===== config.mk =====
export PLATFORM = sky130hd
export DESIGN_NAME = min_falling_path_sum_top
export DESIGN_NICKNAME = d
export VERILOG_FILES = /design/src/mfps_pkg.sv /design/src/mfps_row_store.sv /design/src/min_falling_path_sum_top.sv
export SDC_FILE = /design/constraint.sdc
export NUM_CORES = 2
export LEC_CHECK = 0
export BUFFER_PORTS_ARGS = -buffer_cell sky130_fd_sc_hd__buf_2
export CORE_ASPECT_RATIO = 0.7
export CORE_MARGIN = 5
export CORE_UTILIZATION = 61
export DETAILED_ROUTE_END_ITERATION = 7
export PLACE_DENSITY = 0.78
export SLEW_MARGIN = 20
export SYNTH_ARGS = -nofsm -noshare
export SYNTH_HDL_FRONTEND = slang
export SYNTH_SLANG_ARGS = --single-unit

===== constraint.sdc =====
create_clock -name clk -period 15.9 [get_ports clk]
set_clock_uncertainty 0.2 [all_clocks]
set_input_delay 1.59 -clock clk [delete_from_list [all_inputs] [get_ports clk]]
set_output_delay 1.59 -clock clk [all_outputs]
set_load 0.1 [all_outputs]

===== src/mfps_pkg.sv =====
// Shared constants and types for the minimum falling path sum block.
`timescale 1ns / 1ps

package mfps_pkg;

  // Field widths fixed by the interface.
  localparam int CELL_W = 16;
  localparam int SUM_W  = 32;
  localparam int SIZE_W = 7;

  // Side length after reset, before any configuration transfer.
  localparam int SIZE_RESET = 8;

  // Largest two's complement sum, the start value of the running minimum.
  localparam logic signed [SUM_W-1:0] SUM_MAX = {1'b0, {(SUM_W-1){1'b1}}};

  // Position flags of one cell, worked out when the cell is taken in.
  typedef struct packed {
    logic first_row;
    logic last_row;
    logic last_col;
    logic has_left;
    logic has_right;
  } cell_pos_t;

endpackage


===== src/mfps_row_store.sv =====
// Row store: path sums of the latest row, one write and two registered reads.
`timescale 1ns / 1ps

module mfps_row_store #(
  parameter int DEPTH = 64,
  parameter int AW    = 6
) (
  input  logic                             clk,
  input  logic                             wr_en,
  input  logic [AW-1:0]                    wr_addr,
  input  logic signed [mfps_pkg::SUM_W-1:0] wr_data,
  input  logic                             rd_en,
  input  logic [AW-1:0]                    rd_addr_a,
  input  logic [AW-1:0]                    rd_addr_b,
  output logic signed [mfps_pkg::SUM_W-1:0] rd_data_a,
  output logic signed [mfps_pkg::SUM_W-1:0] rd_data_b
);
  import mfps_pkg::*;

  logic signed [SUM_W-1:0] mem [DEPTH];

  // Write port.
  always_ff @(posedge clk) begin
    if (wr_en) begin
      mem[wr_addr] <= wr_data;
    end
  end

  // Two read ports; a read in the cycle of a write returns the old entry.
  always_ff @(posedge clk) begin
    if (rd_en) begin
      rd_data_a <= mem[rd_addr_a];
      rd_data_b <= mem[rd_addr_b];
    end
  end

endmodule


===== src/min_falling_path_sum_top.sv =====
// A matrix's last cell passes through stage 1 and then loads the result register.
// Throughput: one cell per cycle; the row store reads two entries and writes one each cycle.
// Input stalls only in reset or while a result waits and the next last cell is ready.
// Reset (rst_n low, synchronous) empties the pipeline, sets the side length to 8
// and restarts the matrix; the row store needs no clearing and is not cleared.
`timescale 1ns / 1ps

module min_falling_path_sum_top #(
  parameter int MAX_SIZE = 64
) (
  input  logic        clk,
  input  logic        rst_n,
  // Configuration: cfg_tdata[6:0] matrix_size, [7] zero.
  input  logic        cfg_tvalid,
  output logic        cfg_tready,
  input  logic [7:0]  cfg_tdata,
  // Input: in_tdata[15:0] cell_value.
  input  logic        in_tvalid,
  output logic        in_tready,
  input  logic [15:0] in_tdata,
  // Result: out_tdata[31:0] min_path_sum.
  output logic        out_tvalid,
  input  logic        out_tready,
  output logic [31:0] out_tdata
);
  import mfps_pkg::*;

  localparam int AW = (MAX_SIZE > 1) ? $clog2(MAX_SIZE) : 1;
  localparam int NW = $clog2(MAX_SIZE + 1);
  localparam int CW = (NW > SIZE_W) ? NW : SIZE_W;
  localparam int N_RESET = (SIZE_RESET > MAX_SIZE) ? MAX_SIZE : SIZE_RESET;

  // Side length and position of the next cell.
  logic [NW-1:0] n_r, n_nxt;
  logic [AW-1:0] col_r;
  logic [AW-1:0] row_r;

  // Stage 1: the cell being summed.
  logic                    s1_valid_r;
  logic signed [CELL_W-1:0] s1_cell_r;
  logic [AW-1:0]           s1_col_r;
  cell_pos_t               s1_pos_r;
  logic                    s1_fwd_a_r;
  logic                    s1_fwd_b_r;
  logic signed [SUM_W-1:0] s1_fwd_data_r;

  // Running state of the matrix in progress.
  logic signed [SUM_W-1:0] lps_r;
  logic signed [SUM_W-1:0] rmin_r;

  // Result register.
  logic                    out_valid_r;
  logic signed [SUM_W-1:0] out_data_r;

  logic                    cfg_fire;
  logic                    in_fire;
  logic                    s1_final;
  logic                    s1_adv;
  logic [NW-1:0]           col_ext;
  logic [NW-1:0]           col_inc;
  logic [NW-1:0]           n_last;
  cell_pos_t               pos_w;
  logic                    wr_en;
  logic                    fwd_a_w;
  logic                    fwd_b_w;
  logic signed [SUM_W-1:0] rd_a;
  logic signed [SUM_W-1:0] rd_b;
  logic signed [SUM_W-1:0] old_c;
  logic signed [SUM_W-1:0] right_c;
  logic signed [SUM_W-1:0] best_l;
  logic signed [SUM_W-1:0] best;
  logic signed [SUM_W-1:0] cell_ext;
  logic signed [SUM_W-1:0] sum;
  logic signed [SUM_W-1:0] min_cand;
  logic [CW-1:0]           cfg_ext;

  // Handshakes.
  assign cfg_tready = rst_n;
  assign cfg_fire   = cfg_tvalid && cfg_tready;
  assign s1_final   = s1_pos_r.last_row && s1_pos_r.last_col;
  assign s1_adv     = s1_valid_r && (!s1_final || !out_valid_r || out_tready);
  assign in_tready  = rst_n && (!s1_valid_r || s1_adv);
  assign in_fire    = in_tvalid && in_tready;

  // Side length from a configuration transfer, kept within 1 .. MAX_SIZE.
  always_comb begin
    cfg_ext = CW'(cfg_tdata[SIZE_W-1:0]);
    n_nxt   = n_r;
    if (cfg_ext == '0) begin
      n_nxt = NW'(1);
    end else if (cfg_ext > CW'(MAX_SIZE)) begin
      n_nxt = NW'(MAX_SIZE);
    end else begin
      n_nxt = NW'(cfg_ext);
    end
  end

  // Position flags of the cell now being taken in.
  assign col_ext = NW'(col_r);
  assign col_inc = col_ext + NW'(1);
  assign n_last  = n_r - NW'(1);

  always_comb begin
    pos_w.first_row = (row_r == '0);
    pos_w.last_row  = (NW'(row_r) == n_last);
    pos_w.last_col  = (col_ext == n_last);
    pos_w.has_left  = (col_r != '0);
    pos_w.has_right = (col_inc < n_r);
  end

  // A write in the cycle of the store read is forwarded into stage 1.
  assign wr_en   = s1_adv;
  assign fwd_a_w = wr_en && (s1_col_r == col_r);
  assign fwd_b_w = wr_en && (s1_col_r == col_inc[AW-1:0]);

  mfps_row_store #(
    .DEPTH (MAX_SIZE),
    .AW    (AW)
  ) u_row_store (
    .clk       (clk),
    .wr_en     (wr_en),
    .wr_addr   (s1_col_r),
    .wr_data   (sum),
    .rd_en     (in_fire),
    .rd_addr_a (col_r),
    .rd_addr_b (col_inc[AW-1:0]),
    .rd_data_a (rd_a),
    .rd_data_b (rd_b)
  );

  // Path sum of the stage 1 cell: its value plus the best neighbor above.
  always_comb begin
    old_c    = s1_fwd_a_r ? s1_fwd_data_r : rd_a;
    right_c  = s1_fwd_b_r ? s1_fwd_data_r : rd_b;
    best_l   = (s1_pos_r.has_left && (lps_r < old_c)) ? lps_r : old_c;
    best     = (s1_pos_r.has_right && (right_c < best_l)) ? right_c : best_l;
    cell_ext = SUM_W'(s1_cell_r);
    sum      = s1_pos_r.first_row ? cell_ext : (cell_ext + best);
    min_cand = (sum < rmin_r) ? sum : rmin_r;
  end

  // Side length register.
  always_ff @(posedge clk) begin
    if (!rst_n) begin
      n_r <= NW'(N_RESET);
    end else if (cfg_fire) begin
      n_r <= n_nxt;
    end
  end

  // Column and row counters advance on each input transfer.
  always_ff @(posedge clk) begin
    if (!rst_n) begin
      col_r <= '0;
      row_r <= '0;
    end else if (cfg_fire) begin
      col_r <= '0;
      row_r <= '0;
    end else if (in_fire) begin
      if (pos_w.last_col) begin
        col_r <= '0;
        row_r <= pos_w.last_row ? '0 : (row_r + AW'(1));
      end else begin
        col_r <= col_inc[AW-1:0];
      end
    end
  end

  // Stage 1 valid flag.
  always_ff @(posedge clk) begin
    if (!rst_n) begin
      s1_valid_r <= 1'b0;
    end else if (in_fire) begin
      s1_valid_r <= 1'b1;
    end else if (s1_adv) begin
      s1_valid_r <= 1'b0;
    end
  end

  // Stage 1 payload.
  always_ff @(posedge clk) begin
    if (in_fire) begin
      s1_cell_r     <= in_tdata;
      s1_col_r      <= col_r;
      s1_pos_r      <= pos_w;
      s1_fwd_a_r    <= fwd_a_w;
      s1_fwd_b_r    <= fwd_b_w;
      s1_fwd_data_r <= sum;
    end
  end

  // Left neighbor and running minimum of the final row.
  always_ff @(posedge clk) begin
    if (!rst_n) begin
      lps_r  <= '0;
      rmin_r <= SUM_MAX;
    end else if (cfg_fire) begin
      lps_r  <= '0;
      rmin_r <= SUM_MAX;
    end else if (s1_adv) begin
      if (s1_final) begin
        lps_r  <= '0;
        rmin_r <= SUM_MAX;
      end else begin
        lps_r <= old_c;
        if (s1_pos_r.last_row) begin
          rmin_r <= min_cand;
        end
      end
    end
  end

  // Result register, loaded by the last cell of a matrix.
  always_ff @(posedge clk) begin
    if (!rst_n) begin
      out_valid_r <= 1'b0;
    end else if (s1_adv && s1_final) begin
      out_valid_r <= 1'b1;
    end else if (out_tready) begin
      out_valid_r <= 1'b0;
    end
  end

  always_ff @(posedge clk) begin
    if (s1_adv && s1_final) begin
      out_data_r <= min_cand;
    end
  end

  assign out_tvalid = out_valid_r;
  assign out_tdata  = out_data_r;

endmodule


-- Word-level counts from Yosys, hierarchy flattened
Memory sizes are Yosys's and may differ from the RTL's. A register that Yosys moved wholly into a read port is not among the register bits.
Cells that the tools add are included.
W data, S select, Z words.
- add/sub/neg operators: 4
- order comparisons: 5
- eq/ne operators: 4
- multiplexer cells: 19
- bitwise gates (word level): 1
- reductions and logical operators: 25
- operator list (cell ; number):
    $mux W32 ; 9
    $lt A32 B32 Y1 ; 3
    $add A16 B32 Y32 ; 1
    $eq A6 B7 Y1 ; 2
    $mux W7 ; 2
    $eq A6 B6 Y1 ; 2
    $mux W6 ; 2
    $logic_and A1 B1 Y1 ; 10
    $add A6 B1 Y7 const B ; 1
    $gt A7 B7 Y1 const B ; 1
    $logic_not A7 Y1 ; 1
    $lt A7 B7 Y1 ; 1
    $sub A7 B1 Y7 const B ; 1
    $add A6 B1 Y6 const B ; 1
    $logic_not A6 Y1 ; 1
    $mux W1 ; 6
    $reduce_bool A2 Y1 ; 3
    $reduce_bool A6 Y1 ; 1
    $reduce_and A2 Y1 ; 2
    $logic_not A1 Y1 ; 3
    $logic_or A1 B1 Y1 ; 3
    $reduce_or A2 Y1 ; 1
    $not A1 Y1 ; 1
- flip-flop bits (word level): 178
- memory bits (writable): 2048
- output and inout port bits: 35
- word-level logic and storage cells: 77
- memories: 1
- memories (memory ; depth ; width ; rd ports ; clocked after Yosys merged registers in ; write ports ; RTL line ; RTL):
    u_row_store.mem ; 64 ; 32 ; 2 ; 2 ; 1 ; mfps_row_store.sv:20 ; logic signed [SUM_W-1:0] mem [DEPTH];

-- Depth between registers and ports, before layout
- word-level depth: 13
- gate-level depth with buffers: 51
- depth with buffers taken out: 46

-- Modules after synthesis
Synthesis repeated with hierarchy kept, for this count alone.
- cells, all modules: 5703
- area, all modules: 108705.5 um^2
- by module, submodules not included (module ; times used ; cells each ; area each (um^2) ; seq. area each (um^2)):
    mfps_row_store ; 1 ; 4412 ; 96301.1 ; 63420.8
    min_falling_path_sum_top ; 1 ; 1291 ; 12404.4 ; 4494.3

-- Worst setup path after synthesis
Ideal clock, no wire load.
- path kind: register -> register
- start: register s1_fwd_a_r
- end: register out_data_r[24] (netlist: out_tdata[24]), data pin
- arrival: 12.951 ns
- path slack: 2.478 ns
- stages on the path, launching flop included: 47
- clock period less this slack: 13.422 ns
- path through: edfxtp_1 -> buf_2 -> clkbuf_1 -> mux2_2 -> inv_1 -> ha_1 -> a21oi_1 -> o21ai_1 -> a2111oi_0 -> nand4_1 -> a311o_1 -> o21ai_2 -> clkbuf_1 -> mux2i_1 -> ha_1 -> nand4_1 -> nor2_1 -> nand3_1 -> [... 11 more ...] -> o21bai_1 -> a2111o_1 -> a31oi_2 -> or4_1 -> a21oi_1 -> xnor2_1 -> o21ai_0 -> ha_1 -> nand4_1 -> nor2_1 -> a211oi_1 -> o21ai_0 -> a21o_1 -> a31oi_1 -> mux2i_1 -> buf_2 -> buf_2 -> mux2_1
- word-level cells in the longest chain between the ends: 11
- RTL lines (element ; RTL line ; RTL):
    start: declaration ; min_falling_path_sum_top.sv:43 ; logic s1_fwd_a_r;
    start signal: assignment ; min_falling_path_sum_top.sv:186 ; s1_fwd_a_r <= fwd_a_w;
    $mux W32 (*) ; min_falling_path_sum_top.sv:133 ; old_c = s1_fwd_a_r ? s1_fwd_data_r : rd_a;
    $lt A32 B32 Y1 ; min_falling_path_sum_top.sv:135 ; best_l = (s1_pos_r.has_left && (lps_r < old_c)) ? lps_r : old_c;
    $logic_and A1 B1 Y1 ; min_falling_path_sum_top.sv:135 ;
    $mux W32 (*) ; min_falling_path_sum_top.sv:135 ;
    $lt A32 B32 Y1 ; min_falling_path_sum_top.sv:136 ; best = (s1_pos_r.has_right && (right_c < best_l)) ? right_c : best_l;
    $logic_and A1 B1 Y1 ; min_falling_path_sum_top.sv:136 ;
    $mux W32 (*) ; min_falling_path_sum_top.sv:136 ;
    $add A16 B32 Y32 (*) ; min_falling_path_sum_top.sv:138 ; sum = s1_pos_r.first_row ? cell_ext : (cell_ext + best);
    $mux W32 (*) ; min_falling_path_sum_top.sv:138 ;
    via sum[24] ; min_falling_path_sum_top.sv:73 ; logic signed [SUM_W-1:0] sum;
    $lt A32 B32 Y1 ; min_falling_path_sum_top.sv:139 ; min_cand = (sum < rmin_r) ? sum : rmin_r;
    $mux W32 (*) ; min_falling_path_sum_top.sv:139 ;
    via min_cand[24] ; min_falling_path_sum_top.sv:74 ; logic signed [SUM_W-1:0] min_cand;
    end signal: assignment ; min_falling_path_sum_top.sv:226 ; out_data_r <= min_cand;
    end: declaration ; min_falling_path_sum_top.sv:53 ; logic signed [SUM_W-1:0] out_data_r;
The timed path passes the listed nets; every way through them passes the cells marked *.
A chain may end at the register's enable or synchronous reset.

-- Final worst setup path
- start: register s1_fwd_a_r
- end: register rmin_r[16]
- word-level cells in the longest chain between the ends: 13
- RTL lines (element ; RTL line ; RTL):
    $mux W32 (*) ; min_falling_path_sum_top.sv:133 ;
    $lt A32 B32 Y1 ; min_falling_path_sum_top.sv:135 ;
    $logic_and A1 B1 Y1 ; min_falling_path_sum_top.sv:135 ;
    $mux W32 (*) ; min_falling_path_sum_top.sv:135 ;
    $lt A32 B32 Y1 ; min_falling_path_sum_top.sv:136 ;
    $logic_and A1 B1 Y1 ; min_falling_path_sum_top.sv:136 ;
    $mux W32 (*) ; min_falling_path_sum_top.sv:136 ;
    $add A16 B32 Y32 (*) ; min_falling_path_sum_top.sv:138 ;
    $mux W32 (*) ; min_falling_path_sum_top.sv:138 ;
    via sum[28] ; min_falling_path_sum_top.sv:73 ;
    $lt A32 B32 Y1 (*) ; min_falling_path_sum_top.sv:139 ;
    $mux W32 (*) ; min_falling_path_sum_top.sv:139 ;
    $mux W32 (*) ; min_falling_path_sum_top.sv:206 ; if (s1_pos_r.last_row) begin
    $mux W32 (*) ; min_falling_path_sum_top.sv:201 ; if (s1_final) begin
    end signal: assignment ; min_falling_path_sum_top.sv:207 ; rmin_r <= min_cand;
    end: declaration ; min_falling_path_sum_top.sv:49 ; logic signed [SUM_W-1:0] rmin_r;
The timed path passes the listed nets; every way through them passes the cells marked *. The select of a mux whose other input is x is not followed.

==> results.toml <==
[status]
status = "finished, final reports clean"

[sta]
tightest_slew_ns = 1.22
timing.fmax_ghz = 0.0685
finalCritPeriodShare = 0.918
tns_ns = 0
rsz0062_at_grt = "false"
final_hold_viol_count = 0
finalSetupViolCount = 0
finalMaxSlewViolations = 0
layout_min_cycle_time_ns = 14.60
finalWorstSetupSlack_ns = 1.30
fin_hold_ws_ns = 0.315
maxSlewHeadroom = 0.190

[power]
p_per_area_nw_per_um2 = 105
p_leak_uw = 0.0367
total_power_uw = 12400
vdd_drop_max_uv = 142

[die]
die_y_um = 363
io_pins = 64
start_util = 0.614
die_w_um = 514
placement_rows = 129
die_area_um2 = 187000
core_um2 = 177000

[route]
drc = 0
vias = 65800
met2_length_mm = 139
top_layer = "met5"
viasPerCell = 7.68
wirelength_mm = 318
ant_nets = 0
wl_met1_mm = 109
dr_wl_met3_mm = 51.2
drtIter0Drc = 11300
firstDrtPassIters = 8
wl_per_cell_um = 37.1

[cts]
clk_pin_slew_ns = 0.07
cts_resized = 0
cts_buffers = 201
cts_hold_buf = 0
clk_latency_ns = 0.86
cts_setup_buffers = 0
clockBufferDepth = 3
htree_levels = 4
cts_tree = "yes"
clock_sinks = 2290
cts_root_buf = "clkbuf_16"

[finish]
nets = 6201
area_growth_pct = 9.58
layout-drive-gt1-share = 0.300

[synth]
synth_top_area_frac = 0.610
synth_seq_cells = 2290
synth_top_family_by_area = "multiplexers"
syn_inst = 6044
yosys-top-cells-count = "edfxtp_1 (2,205), mux4_2 (1,133), nand2_1 (585)"
synth_edf_count = 2205
synth-async-reset-ratio = 0
syn_area_per_cell_um2 = 18.0
seq_area_frac_synth = 0.625
yosysMostFrequentCell = "edfxtp_1"
syn_area_um2 = 109000
synth-compound-area-share = 0.0345
synth_nets = 6210
synth.area.top_cells = "edfxtp_1 (61%), mux4_2 (23%), nand2_1 (2.0%)"
ys_warn_count = 0
yosys.area_share.simple = 0.0448
synth_ff_type = "edfxtp_1"
synthAdderAreaFrac = 0.0159
synth.mux.area_fraction = 0.256
ys_types = 70
synth.largest_area_cell = "edfxtp_1"
synthXorXnorAreaFrac = 0.00507

[global_route]
grt_pass1_wl_mm = 456
grt_usage = 0.341
grt_max_degree = 130
grt_pass1_vias = 64800
grt_overflow = 0
antenna_found_initial = 19

[worst_setup_path]
cp.arrival_ns = 15.12
end_kind = "flip-flop"
start_kind = "flip-flop"
cp_slowest_cell = "edfxtp_1"
slowest_delay_ns = 0.92
crit_required_ns = 16.42
path_class = "reg2reg"
crit_path_max_fanout = 66

[place]
dp_hpwl_mm = 179
dpl_worst_slack_ns = 1.79
place.port_buffers = 62
place_congestion = 0.883

[hold_path]
hold_path_class = "reg2reg"

[job]
cap_violations = 0
critical path: cells and delay by family, from the launching register on:
kind	cells	cell delay [ns]
DFF	1	0.92
muxes	5	2.33
AOI/OAI and AO/OA	25	6.09
adders and majority gates	5	1.57
and+or+nand+nor	9	2.23
buffers and inverters	3	1.04
where the power goes:
| part | total (uW) | internal [uW] | switching (uW) |
|---|---|---|---|
| Combinational | 834 | 319 | 515 |
| Sequential | 6700 | 6680 | 20.3 |
| Clock | 4920 | 2700 | 2210 |
| Total | 12400 | 9700 | 2750 |
final timing paths:
path         startpoint         end  slack [ns]  cells after the start
max          s1_fwd_a_r  rmin_r[16]        1.30                     47
min          rmin_r[29]  rmin_r[29]        0.31                      2
max reg2reg  s1_fwd_a_r  rmin_r[16]        1.30                     47
min reg2reg  rmin_r[29]  rmin_r[29]        0.31                      2
stage by stage:
| step | std cells | area [um^2] | utilization |
|---|---|---|---|
| global placement | 8190 | 113000 | 0.636 |
| floorplan | 6044 | 109000 | - |
| global route | 8564 | 119000 | 0.673 |
| CTS | 8563 | 119000 | 0.673 |
| finish | 8569 | 119000 | 0.673 |
| detailed placement | 8190 | 113000 | 0.636 |
layer usage:
layer,vias to the layer above,track usage
li1,25200,-
met1,33500,0.480
met2,6118,0.487
met3,953,0.113
met4,10,0.170
met5,-,0
layout by cell type (no fill, tap or decap), drive strengths merged, types with 11 or more instances in the layout:
| cell type | instances |
|---|---|
| nor3 | 17 |
| nand3 | 151 |
| dfxtp | 85 |
| xnor2 | 34 |
| nor2 | 189 |
| a21o | 44 |
| nand4 | 22 |
| nand2b | 14 |
| nand3b | 11 |
| buf | 234 |
| mux2i | 93 |
| clkinv | 84 |
| and3 | 71 |
| inv | 102 |
| a22oi | 32 |
| a31oi | 41 |
| o21ai | 81 |
| o22ai | 17 |
| clkbuf | 255 |
| o211ai | 26 |
| o21a | 14 |
| a311oi | 97 |
| nand2 | 585 |
| and2 | 12 |
| bufinv | 20 |
| ha | 136 |
| a21oi | 150 |
| edfxtp | 2205 |
| mux4 | 1133 |
| xor2 | 28 |
| mux2 | 115 |
| o221ai | 18 |
cell families after synthesis:
group | after synthesis
compound gates | 559
flops | 2290
simple gates | 1112
buf+inv | 543
mux | 1341
xor+xnor | 62
fa+ha+maj | 137
cell type report:
type / instances / area, um^2
well taps: 2358 / 2950
inverters: 97 / 383
multi-input cells: 3211 / 39500
clock inverters: 118 / 1100
fillers: 11000 / 57900
clock buffers: 255 / 5360
flip-flops and latches: 2290 / 67900
repair buffers: 234 / 1760
diodes: 6 / 15.0
registers in the layout, summed over array words and instances, names as in the netlist:
signal	count
n_r	7
s1_valid_r	1
s1_pos_r	5
u_row_store.mem	2048
u_row_store.rd_data_b	32
rmin_r	32
out_tvalid	1
s1_fwd_b_r	1
s1_col_r	6
out_tdata	32
lps_r	32
s1_fwd_data_r	32
col_r	6
u_row_store.rd_data_a	32
s1_cell_r	16
s1_fwd_a_r	1
row_r	6
No activity file was read; power rests on OpenSTA's default activity.
